`config.mk`:
```
export PLATFORM = sky130hd
export DESIGN_NAME = serial_to_can_frame_parser_flat
export DESIGN_NICKNAME = d
export VERILOG_FILES = /design/src/sv/stcfp_pkg.sv /design/src/sv/stcfp_rx_if.sv /design/src/sv/stcfp_frame_if.sv /design/src/sv/stcfp_cfg_if.sv /design/src/sv/serial_to_can_frame_parser.sv /design/src/flat_wrapper.sv
export SDC_FILE = /design/constraint.sdc
export NUM_CORES = 1
export LEC_CHECK = 0
export BUFFER_PORTS_ARGS = -buffer_cell sky130_fd_sc_hd__buf_4
export CAP_MARGIN = 20
export CORE_ASPECT_RATIO = 1.5
export CORE_MARGIN = 1.5
export CORE_UTILIZATION = 60
export CTS_BUF_LIST = sky130_fd_sc_hd__clkbuf_8
export DETAILED_ROUTE_END_ITERATION = 7
export MAX_ROUTING_LAYER = met4
export PLACE_DENSITY = 0.82
export SLEW_MARGIN = 10
export SYNTH_ARGS = -nofsm -noshare
export SYNTH_HDL_FRONTEND = slang
export SYNTH_SLANG_ARGS = --single-unit
```
`constraint.sdc`:
```
create_clock -name clk_i -period 14.15 [get_ports clk_i]
set_input_delay 1.415 -clock clk_i [delete_from_list [all_inputs] [get_ports clk_i]]
set_output_delay 1.415 -clock clk_i [all_outputs]
set_load 0.03 [all_outputs]
```
`src/sv/stcfp_pkg.sv`:
```
// Shared types and constants for the serial-to-CAN frame parser.
// No dependencies; used by the top level.
package stcfp_pkg;

  // Frame buffer geometry
  localparam int unsigned FrameDepth  = 16;
  localparam int unsigned PosWidth    = 4;
  localparam int unsigned MaxPayload  = 8;

  // Byte offsets of the length byte for each layout
  localparam logic [PosWidth-1:0] StdLenIdx = 4'd3;
  localparam logic [PosWidth-1:0] ExtLenIdx = 4'd5;

  // Command code reset values
  localparam logic [7:0] StdCodeReset = 8'd1;
  localparam logic [7:0] ExtCodeReset = 8'd2;

  // Configuration register indexes
  typedef enum logic [7:0] {
    CfgStdCode = 8'd0,
    CfgExtCode = 8'd1
  } cfg_reg_e;

  // One assembled transmit request
  typedef struct packed {
    logic        is_extended;
    logic [31:0] frame_ident;
    logic [3:0]  data_length;
    logic [63:0] payload;
  } frame_t;

endpackage

```
`src/sv/stcfp_rx_if.sv`:
```
// Serial byte channel: valid/ready with one received byte.
// No dependencies.
interface stcfp_rx_if;
  logic       valid;
  logic       ready;
  logic [7:0] rx_byte;

  modport source (output valid, output rx_byte, input ready);
  modport sink   (input valid, input rx_byte, output ready);
endinterface

```
`src/sv/stcfp_frame_if.sv`:
```
// Frame result channel: valid/ready with one CAN transmit request.
// No dependencies.
interface stcfp_frame_if;
  logic        valid;
  logic        ready;
  logic        is_extended;
  logic [31:0] frame_ident;
  logic [3:0]  data_length;
  logic [63:0] payload;

  modport source (output valid, output is_extended, output frame_ident,
                  output data_length, output payload, input ready);
  modport sink   (input valid, input is_extended, input frame_ident,
                  input data_length, input payload, output ready);
endinterface

```
`src/sv/stcfp_cfg_if.sv`:
```
// Configuration write channel: valid/ready with register index and data.
// No dependencies.
interface stcfp_cfg_if;
  logic       valid;
  logic       ready;
  logic [7:0] index;
  logic [7:0] data;

  modport source (output valid, output index, output data, input ready);
  modport sink   (input valid, input index, input data, output ready);
endinterface

```
`src/sv/serial_to_can_frame_parser.sv`:
```
// Top level of the serial-to-CAN frame parser.
// Depends on stcfp_pkg and the stcfp_rx_if, stcfp_frame_if, stcfp_cfg_if interfaces.

// Assembles CAN transmit requests from a serial byte stream. A standard frame
// is command, id low, id high, length, data; an extended frame is command,
// four id bytes (most significant first), length, data. After the length
// byte max(length,1) bytes are taken, then one request is emitted. Unknown
// command bytes are dropped; a length above 8 drops the frame and the next
// byte is treated as a command. Each byte is registered on transfer and
// decided against the stored frame bytes, so one byte is taken per clock
// and a request is registered in the output register when its last byte is
// decided; the only stall comes from a request held in the output register
// that the sink has not taken. Configuration writes are always accepted;
// they are to be made by the user while the parser is idle; not enforced here.
module serial_to_can_frame_parser (
  input  logic                 clk_i,
  input  logic                 rst_ni,
  stcfp_rx_if.sink             rx_i,
  stcfp_frame_if.source        frame_o,
  stcfp_cfg_if.sink            cfg_i
);

  localparam int unsigned Pw = stcfp_pkg::PosWidth;
  localparam int unsigned Fd = stcfp_pkg::FrameDepth;

  // Configuration registers
  logic [7:0] std_code_q, ext_code_q;

  // Input register
  logic       in_valid_q;
  logic [7:0] in_byte_q;

  // Parser state
  logic [Pw-1:0] pos_q, pos_d;
  logic [7:0]    fb_q [Fd];

  // Result register
  logic              out_valid_q;
  stcfp_pkg::frame_t out_q;

  // Decision signals
  logic              advance;
  logic              emit;
  logic              fb_we;
  logic [Pw-1:0]     fb_waddr;
  stcfp_pkg::frame_t res;

  assign advance     = in_valid_q && (!out_valid_q || frame_o.ready);
  assign rx_i.ready  = !in_valid_q || advance;
  assign cfg_i.ready = 1'b1;

  // Configuration writes
  always_ff @(posedge clk_i or negedge rst_ni) begin
    if (!rst_ni) begin
      std_code_q <= stcfp_pkg::StdCodeReset;
      ext_code_q <= stcfp_pkg::ExtCodeReset;
    end else if (cfg_i.valid) begin
      unique case (cfg_i.index)
        stcfp_pkg::CfgStdCode: std_code_q <= cfg_i.data;
        stcfp_pkg::CfgExtCode: ext_code_q <= cfg_i.data;
        default: ;
      endcase
    end
  end

  // Input register
  always_ff @(posedge clk_i or negedge rst_ni) begin
    if (!rst_ni) begin
      in_valid_q <= 1'b0;
    end else if (rx_i.ready) begin
      in_valid_q <= rx_i.valid;
    end
  end

  always_ff @(posedge clk_i) begin
    if (rx_i.valid && rx_i.ready) begin
      in_byte_q <= rx_i.rx_byte;
    end
  end

  // Per-byte decision
  always_comb begin
    logic          is_std, is_ext, cmd_hit;
    logic [Pw-1:0] len_idx;
    logic [7:0]    len;
    logic [3:0]    count;
    logic [Pw:0]   end_pos;
    logic [7:0]    fbw [Fd];
    logic [63:0]   pl;

    is_std   = (pos_q != '0) && (fb_q[0] == std_code_q);
    is_ext   = (pos_q != '0) && !is_std && (fb_q[0] == ext_code_q);
    cmd_hit  = (in_byte_q == std_code_q) || (in_byte_q == ext_code_q);
    len_idx  = is_std ? stcfp_pkg::StdLenIdx : stcfp_pkg::ExtLenIdx;
    len      = is_std ? fb_q[stcfp_pkg::StdLenIdx] : fb_q[stcfp_pkg::ExtLenIdx];
    count    = (len == 8'd0) ? 4'd1 : len[3:0];
    end_pos  = {1'b0, len_idx} + {1'b0, count};

    // buffer view including the current byte at its position
    for (int k = 0; k < Fd; k++) begin
      fbw[k] = (pos_q == Pw'(k)) ? in_byte_q : fb_q[k];
    end

    // payload bytes past the length read as zero
    pl = '0;
    for (int i = 0; i < stcfp_pkg::MaxPayload; i++) begin
      if (8'(i) < len) begin
        pl[8*i +: 8] = is_std ? fbw[4 + i] : fbw[6 + i];
      end
    end

    res.is_extended = is_ext;
    res.frame_ident = is_std ? {16'h0, fb_q[2], fb_q[1]}
                             : {fb_q[1], fb_q[2], fb_q[3], fb_q[4]};
    res.data_length = len[3:0];
    res.payload     = pl;

    emit     = 1'b0;
    fb_we    = 1'b0;
    fb_waddr = pos_q;
    pos_d    = pos_q;

    priority if (!is_std && !is_ext) begin
      // take as command byte
      fb_we    = 1'b1;
      fb_waddr = '0;
      pos_d    = cmd_hit ? Pw'(1) : '0;
    end else if (pos_q <= len_idx) begin
      // header byte
      fb_we = 1'b1;
      pos_d = pos_q + Pw'(1);
    end else if (len > 8'(stcfp_pkg::MaxPayload)) begin
      // bad length: drop frame, byte starts a new one
      fb_we    = 1'b1;
      fb_waddr = '0;
      pos_d    = cmd_hit ? Pw'(1) : '0;
    end else if ({1'b0, pos_q} < end_pos) begin
      // data byte
      fb_we = 1'b1;
      pos_d = pos_q + Pw'(1);
    end else begin
      // last byte: emit frame
      fb_we = 1'b1;
      emit  = 1'b1;
      pos_d = '0;
    end
  end

  // Parser state
  always_ff @(posedge clk_i or negedge rst_ni) begin
    if (!rst_ni) begin
      pos_q <= '0;
    end else if (advance) begin
      pos_q <= pos_d;
    end
  end

  always_ff @(posedge clk_i) begin
    if (advance && fb_we) begin
      fb_q[fb_waddr] <= in_byte_q;
    end
  end

  // Result register
  always_ff @(posedge clk_i or negedge rst_ni) begin
    if (!rst_ni) begin
      out_valid_q <= 1'b0;
    end else if (!out_valid_q || frame_o.ready) begin
      out_valid_q <= advance && emit;
    end
  end

  always_ff @(posedge clk_i) begin
    if (advance && emit) begin
      out_q <= res;
    end
  end

  assign frame_o.valid       = out_valid_q;
  assign frame_o.is_extended = out_q.is_extended;
  assign frame_o.frame_ident = out_q.frame_ident;
  assign frame_o.data_length = out_q.data_length;
  assign frame_o.payload     = out_q.payload;

endmodule
```
`src/flat_wrapper.sv`:
```
// flat-port wrapper written by rule: the top's interface ports become plain ports
module serial_to_can_frame_parser_flat 
  (clk_i, rst_ni, rx_i_valid, rx_i_rx_byte, rx_i_ready, frame_o_valid, frame_o_is_extended, frame_o_frame_ident, frame_o_data_length, frame_o_payload, frame_o_ready, cfg_i_valid, cfg_i_index, cfg_i_data, cfg_i_ready);
  stcfp_rx_if rx_i_i ();
  stcfp_frame_if frame_o_i ();
  stcfp_cfg_if cfg_i_i ();
  input  logic clk_i;
  input  logic rst_ni;
  input wire logic [$bits(rx_i_i.valid)-1:0] rx_i_valid;
  input wire logic [$bits(rx_i_i.rx_byte)-1:0] rx_i_rx_byte;
  output wire logic [$bits(rx_i_i.ready)-1:0] rx_i_ready;
  output wire logic [$bits(frame_o_i.valid)-1:0] frame_o_valid;
  output wire logic [$bits(frame_o_i.is_extended)-1:0] frame_o_is_extended;
  output wire logic [$bits(frame_o_i.frame_ident)-1:0] frame_o_frame_ident;
  output wire logic [$bits(frame_o_i.data_length)-1:0] frame_o_data_length;
  output wire logic [$bits(frame_o_i.payload)-1:0] frame_o_payload;
  input wire logic [$bits(frame_o_i.ready)-1:0] frame_o_ready;
  input wire logic [$bits(cfg_i_i.valid)-1:0] cfg_i_valid;
  input wire logic [$bits(cfg_i_i.index)-1:0] cfg_i_index;
  input wire logic [$bits(cfg_i_i.data)-1:0] cfg_i_data;
  output wire logic [$bits(cfg_i_i.ready)-1:0] cfg_i_ready;
  assign rx_i_i.valid = rx_i_valid;
  assign rx_i_i.rx_byte = rx_i_rx_byte;
  assign rx_i_ready = rx_i_i.ready;
  assign frame_o_valid = frame_o_i.valid;
  assign frame_o_is_extended = frame_o_i.is_extended;
  assign frame_o_frame_ident = frame_o_i.frame_ident;
  assign frame_o_data_length = frame_o_i.data_length;
  assign frame_o_payload = frame_o_i.payload;
  assign frame_o_i.ready = frame_o_ready;
  assign cfg_i_i.valid = cfg_i_valid;
  assign cfg_i_i.index = cfg_i_index;
  assign cfg_i_i.data = cfg_i_data;
  assign cfg_i_ready = cfg_i_i.ready;
  serial_to_can_frame_parser u_core (.clk_i(clk_i), .rst_ni(rst_ni), .rx_i(rx_i_i), .frame_o(frame_o_i), .cfg_i(cfg_i_i));
endmodule
```
**Yosys cells after proc, flatten, opt, wreduce, memory -nomap -nowiden**

Memories as Yosys holds them, arrays and structs flattened.
Cells that the tools add are included.

- Register bits: 131
- Bits in writable memories: 128
- Input port bits: 29
- Output and inout bits: 104
- Logic and storage cells: 102
- Memories: 1

Memories:

| name | words | width | rd ports | clocked after memory_dff | wr ports | RTL line | text |
|---|---|---|---|---|---|---|---|
| u_core.fb_q | 16 | 8 | 14 | 0 | 1 | serial_to_can_frame_parser.sv:35 | `logic [7:0] fb_q [Fd];` |

- Add/sub/neg operators: 2
- Order comparisons: 11
- Equality and inequality tests: 15
- Mux-type cells: 36
- Reduce and logical (&&, ||, !) cells: 19

Operator list:

| operator | number |
|---|---|
| two-way mux 8 bit | 19 |
| == test 8 bit | 4 |
| less-than comparator 3 x 8 -> 1 bit, first input constant | 4 |
| two-way mux 4 bit | 8 |
| == test 4 bit, second input constant | 6 |
| == test 4 x 3 -> 1 bit, second input constant | 4 |
| zero test 8 bit | 2 |
| less-than comparator 1 x 8 -> 1 bit, first input constant | 2 |
| less-than comparator 2 x 8 -> 1 bit, first input constant | 2 |
| two-way mux 16 bit | 1 |
| == test 8 x 1 -> 1 bit, second input constant | 1 |
| > comparator 8 x 4 -> 1 bit, second input constant | 1 |
| logical AND 1 bit | 7 |
| two-way mux 1 bit | 7 |
| adder 4 x 4 -> 5 bit | 1 |
| less-than comparator 4 x 5 -> 1 bit | 1 |
| adder 4 x 1 -> 4 bit, second input constant | 1 |
| <= comparator 4 bit | 1 |
| zero test 1 bit | 4 |
| AND reduction 2 bit | 2 |
| nonzero test 4 bit | 1 |
| logical OR 1 bit | 3 |
| two-way mux 3 bit | 1 |

**Logic depth before layout (Yosys ltp)**

An unclocked memory read counts as a cell.

- Word-level depth: 13
- Depth in mapped cells: 19
- Mapped depth without buffers: 17

**Worst setup path before layout**

No wires, ideal clock.

- Kind: flip-flop to flip-flop
- Start point: register u_core.pos_q[0]
- End point: register u_core.out_q, in the netlist u_core.frame_o.data_length[0] (enable)
- Setup time: 0.684 ns
- Arrival time: 10.141 ns
- Required time: 13.466 ns
- Setup slack: 3.324 ns
- Stages on the path, launching flop included: 18
- Path buffers: 4
- Clock period less this slack: 10.826 ns
- Cells stage by stage: dfrtp_1 -> clkbuf_1 -> inv_1 -> ha_1 -> nand3_2 -> nand3_4 -> buf_6 -> buf_2 -> buf_1 -> ha_1 -> a21oi_1 -> o21ai_0 -> xnor2_1 -> ha_1 -> nand3_1 -> o31ai_1 -> o22ai_1 -> nor3_1

- Word-level cells in the longest chain between the ends: 12
- Elaborated cells between the ends (all ways): 20
- Those cells by class: 1 x add/sub; 3 x order compare; 7 x mux; 9 x reduce/logical

RTL lines:

| what | RTL line | text |
|---|---|---|
| from (decl) | serial_to_can_frame_parser.sv:34 | `logic [Pw-1:0] pos_q, pos_d;` |
| from (signal assigned) | serial_to_can_frame_parser.sv:154 | `pos_q <= pos_d;` |
| nonzero test 4 bit | serial_to_can_frame_parser.sv:91, serial_to_can_frame_parser.sv:92 |  |
| logical AND 1 bit | serial_to_can_frame_parser.sv:91 | `is_std = (pos_q != '0) && (fb_q[0] == std_code_q);` |
| two-way mux 8 bit | serial_to_can_frame_parser.sv:95 | `len = is_std ? fb_q[stcfp_pkg::StdLenIdx] : fb_q[stcfp_pkg::ExtLenIdx];` |
| zero test 8 bit | serial_to_can_frame_parser.sv:96 | `count = (len == 8'd0) ? 4'd1 : len[3:0];` |
| two-way mux 4 bit | serial_to_can_frame_parser.sv:96 |  |
| adder 4 x 4 -> 5 bit | serial_to_can_frame_parser.sv:97 | `end_pos = {1'b0, len_idx} + {1'b0, count};` |
| less-than comparator 4 x 5 -> 1 bit | serial_to_can_frame_parser.sv:137 | `end else if ({1'b0, pos_q} < end_pos) begin` |
| two-way mux 1 bit | serial_to_can_frame_parser.sv:137 |  |
| two-way mux 1 bit | serial_to_can_frame_parser.sv:132 | `end else if (len > 8'(stcfp_pkg::MaxPayload)) begin` |
| two-way mux 1 bit | serial_to_can_frame_parser.sv:128 | `end else if (pos_q <= len_idx) begin` |
| two-way mux 1 bit * | serial_to_can_frame_parser.sv:123 | `priority if (!is_std && !is_ext) begin` |
| logical AND 1 bit * | serial_to_can_frame_parser.sv:174 | `if (advance && emit) begin` |
| to (signal assigned) | serial_to_can_frame_parser.sv:175 | `out_q <= res;` |
| to (decl) | serial_to_can_frame_parser.sv:39 | `stcfp_pkg::frame_t out_q;` |

Every way passes the cells marked *; elsewhere a longest branch is shown, timed or not.
A chain may end at the register's enable or synchronous reset.

**Worst setup path after layout**

- Start point: register u_core.pos_q[0]
- End point: register u_core.out_q, in the netlist u_core.frame_o.payload[12] (enable)

The elaborated chain is that of the path after synthesis.

==> results list <==
* Status: finished clean
* Number of endpoints with negative hold slack in the final report: 0
- The worst pin sits at a relative slew slack of ~22%.
- At the pin with the least slew margin, the transition time is 1170 ps.
- Leading register cell type out of synthesis: edfxtp_1
* Multi-input gate area: 3440 um2
- The routed design has approximately 24 mm of wire.
* Clock sink count: 243
- Min Clock Period, post-route: 6310 ps
* Fin nets: approximately 950
- Dividing total power by cell area gives a power density of approximately 110 nW/um2.
- Final setup violating endpoints: 0
- Prior to clock tree synthesis, the placed netlist has a worst setup slack of 7800 ps.
* Router iterations before antenna repair: 5
- STA puts the critical path data required time at 14280 ps.
- GRT Total Usage: 26.3%
* FILL cells: about 1.2k
* Total leakage power: slightly below 5 nW
- Full die area: 18900 um2
- Clock transition at the registers of the reported paths: 60 ps
- For hold timing, the worst endpoint is u_core.frame_o.frame_ident[2].
* Share of the clock period used by the worst path: approximately 45%
- Top-level I/O count: between 100 and 150
- Global-route wire length before repair: between 30 and 40 mm
- At the worst endpoint, the arrival time is approximately 6400 ps.
- Worst Slack Setup Final: roughly 7800 ps
- Tightest Hold Check Type: register to register
- Via count of the first global-routing pass: 6903
- For flop-to-flop paths, the worst setup slack is approximately 7800 ps.
- In this run the critical register-to-register path is captured at u_core.frame_o.payload[12].
* Starting density of the core: between 60 and 70%
* Top area cells in the synthesized netlist: edfxtp_1 61%, a211oi_1 5.6%, dfrtp_1 4.6%
- STA classifies the critical path startpoint as a register.
* Clk_skew: between 20 and 25 ps
- Final Wtd Congestion: 0.996
- Netlist area before placement: about 11000 um2
- Post-detail-place hpwl: between 15 and 20 mm
- In the final layout, flip-flops and latches occupy 7190 um2.
- Final Slew Violations: 0
* Peak VDD IR: roughly 0.00008 V
* Post-synth EDFFs: around 220
- Post-DR vias/cell: about 5.9
* Category of the worst setup path capture point: register
* Final total negative setup slack: 0 ps
- The count of nets left with antenna violations once routing finished came out at 0.
- The number of clock buffers added by TritonCTS is 35.
- Count of inserted antenna diode cells: 0
* Cts repair resizes: 0
- DRC violation total after the first TritonRoute iteration: between 500 and 600
- TritonCTS built the clock tree.
- For this run the aggregate overflow at the end of global routing stands at 0.
* Fmax: ~160 MHz
- Post-synth top area cell: edfxtp_1
- Detailed-route wire length per cell: about 21 um
- Post-Syn Nets: around 810
- Maximum buffer depth of the clock tree: 3
- Flip-flop and latch count after synthesis: around 240
* Die Span Y: 168 um
* Seq/Total Area, Yosys: roughly 66%
* Total power after layout: 1.35 mW
* Area growth from synthesis to layout: 17.0%
* Share of async-settable or async-resettable flops after synthesis: 9.05%
* Setup repair after global routing missed its margin: false
* Average instance area after synthesis: between 10 and 15 um2
- Gate count of the mapped netlist: about 770
- Startpoint of the worst setup timing path: u_core.pos_q[0]
- Routed length on met1: around 9 mm
* Highest Signal Layer: met4
- CTS Hold Buffers Added: 0
- Fraction of post-synthesis cell area in the top cell type by area: roughly 61%
* Worst Hold Launch: u_core.fb_q[1][2]
* Worst R2R Path Depth: 18
* Largest net degree at the start of global routing: 83
- Number of post-CTS setup repair buffers: 0
* Length of routed met3 wiring: 1.09 mm
- The clock reaches the later pin of the worst-skew pair after slightly above 500 ps.
- Of all nets on the critical path, the largest fanout is 80.
- Distinct cell type count of the synthesized netlist: 61
- The floorplan step set the die width to between 100 and 150 um.
- Fraction of final layout cells with drive strength greater than 1: 27.8%
* Startpoint of the worst register-to-register path: u_core.pos_q[0]
- Counting instances, the worst hold path has a depth of 2.
- Detail Route met2 WL: about 13 mm
- Yosys printed 0 warnings.
- The count of buffers added on input and output ports is between 100 and 150.
- The initial antenna violation count came to 0.
* Via count of the routed design: slightly below 7k
- Root buffer cell: clkbuf_8
- By startpoint and endpoint, the worst setup path is classified as register to register.
* Placeable core area: ~18000 um2
* Post-detailed-route DRC marker count: 0
- Number of rows created at floorplan: 60
- The clock tree synthesis step divided the H-tree into 2 levels.
* MaxCap Viol Count: 0
[metal layers]
layer / vias up / GRT usage, %
met1: 3309 / 29.3
met4: 0 / 11.9
met2: 241 / 47.3
met5: - / -
li1: 3194 / -
met3: 59 / 2.97
[worst max path at each step]
stage,to,depth (start not counted),slack (ps)
after global placement,u_core.frame_o.payload[11],18,8050
after global routing,u_core.frame_o.payload[13],18,7360
after floorplan,u_core.frame_o.data_length[0],17,3320
after detailed placement,u_core.frame_o.payload[11],18,7800
final,u_core.frame_o.payload[12],18,7840
after CTS,u_core.frame_o.payload[15],18,7790
[state kept, by name (all words and copies together) (netlist names)]
| register | flops |
|---|---|
| u_core.fb_q | 112 |
| u_core.frame_o.frame_ident | 32 |
| u_core.frame_o.valid | 1 |
| u_core.frame_o.data_length | 4 |
| u_core.frame_o.is_extended | 1 |
| u_core.frame_o.payload | 64 |
| u_core.ext_code_q | 8 |
| u_core.pos_q | 4 |
| u_core.in_byte_q | 8 |
| u_core.std_code_q | 8 |
| u_core.in_valid_q | 1 |
[cells by family after synthesis]
logic type	share of synthesized area, %
buffers and inverters	1.85
AOI/OAI and AO/OA	8.13
adders and majority gates	1.46
other	0.0346
DFF	66.4
muxes	8.32
xor gates and xnor gates	2.75
and+or+nand+nor	11.0
[Yosys cell counts, types with 2 or more instances]
master / n
nor4_1: 7
o21ai_0: 4
nand3_2: 2
ha_1: 11
a22oi_1: 3
nor2_1: 62
xor2_1: 17
a21oi_1: 7
and4_4: 2
edfxtp_1: 221
dfrtp_1: 20
nand2b_1: 2
nor3_4: 3
a21oi_4: 2
dfstp_2: 2
buf_1: 5
o31a_1: 2
nor3_1: 8
or3_1: 3
buf_2: 8
o211ai_1: 2
a21o_1: 2
nand3_1: 8
nor3_2: 3
o31ai_1: 3
nand4_1: 4
and3_1: 17
a31oi_1: 2
xnor2_1: 17
mux2i_1: 41
clkbuf_1: 21
a21oi_2: 2
inv_1: 9
and2_1: 25
a211oi_1: 81
or4_4: 2
nor2_2: 2
nand2_1: 73
mux2_2: 41
[power breakdown]
| group | internal (mW) | switching (mW) |
|---|---|---|
| logic | 0.0157 | 0.0214 |
| clock network | 0.271 | 0.247 |
| registers | 0.787 | 0.0125 |
| total | 1.07 | 0.281 |
[stage by stage]
| stage | instance area (um2) | cells | util (%) | hold slack, ps |
|---|---|---|---|---|
| finish | 12700 | 1152 | 71.2 | 542 |
| global route | 12700 | 1152 | 71.2 | 569 |
| CTS | 12600 | 1149 | 71.0 | 546 |
| detailed placement | 12000 | 1087 | 67.3 | 535 |
| global placement | 12000 | 1087 | 67.3 | 505 |
| floorplan | 10800 | 768 | - | 501 |
[cell usage in the layout (no fill, tap or decap), drive strengths merged, types with 3 or more instances in the layout]
master | Yosys | final
edfxtp | 221 | 221
buf | 15 | 140
a211oi | 81 | 81
nand2 | 74 | 74
nor2 | 65 | 65
mux2i | 42 | 42
mux2 | 42 | 42
clkbuf | 21 | 40
and2 | 26 | 26
inv | 11 | 25
dfrtp | 20 | 20
xnor2 | 17 | 17
xor2 | 17 | 17
and3 | 17 | 17
nor3 | 14 | 14
ha | 11 | 11
nand3 | 11 | 11
a21oi | 11 | 11
nor4 | 8 | 8
clkinv | 0 | 7
o21ai | 5 | 5
nand4 | 4 | 4
or3 | 3 | 3
o31ai | 3 | 3
a22oi | 3 | 3
and4 | 3 | 3
[critical path, stage by stage, from the launching register on]
cell and delay [ps]:
dfrtp_1 560, inv_1 180, ha_1 400, nand3_2 210, nand3_4 350, inv_4 700
mux2i_2 410, inv_2 90, ha_1 280, nand2_1 40, o21ai_0 190, xnor2_1 110
ha_1 300, nand3_1 100, o31ai_1 210, o22ai_1 240, nor3_2 330, buf_4 480
buf_4 660
[cell type report]
type	instances	area share [%]
inverters	11	0.346
well taps	217	2.14
multi-input cells	478	27.2
clock buffers	39	4.24
flip-flops and latches	243	56.8
clock inverters	23	0.948
repair buffers	141	8.42
(Power assumes the default switching activity.)
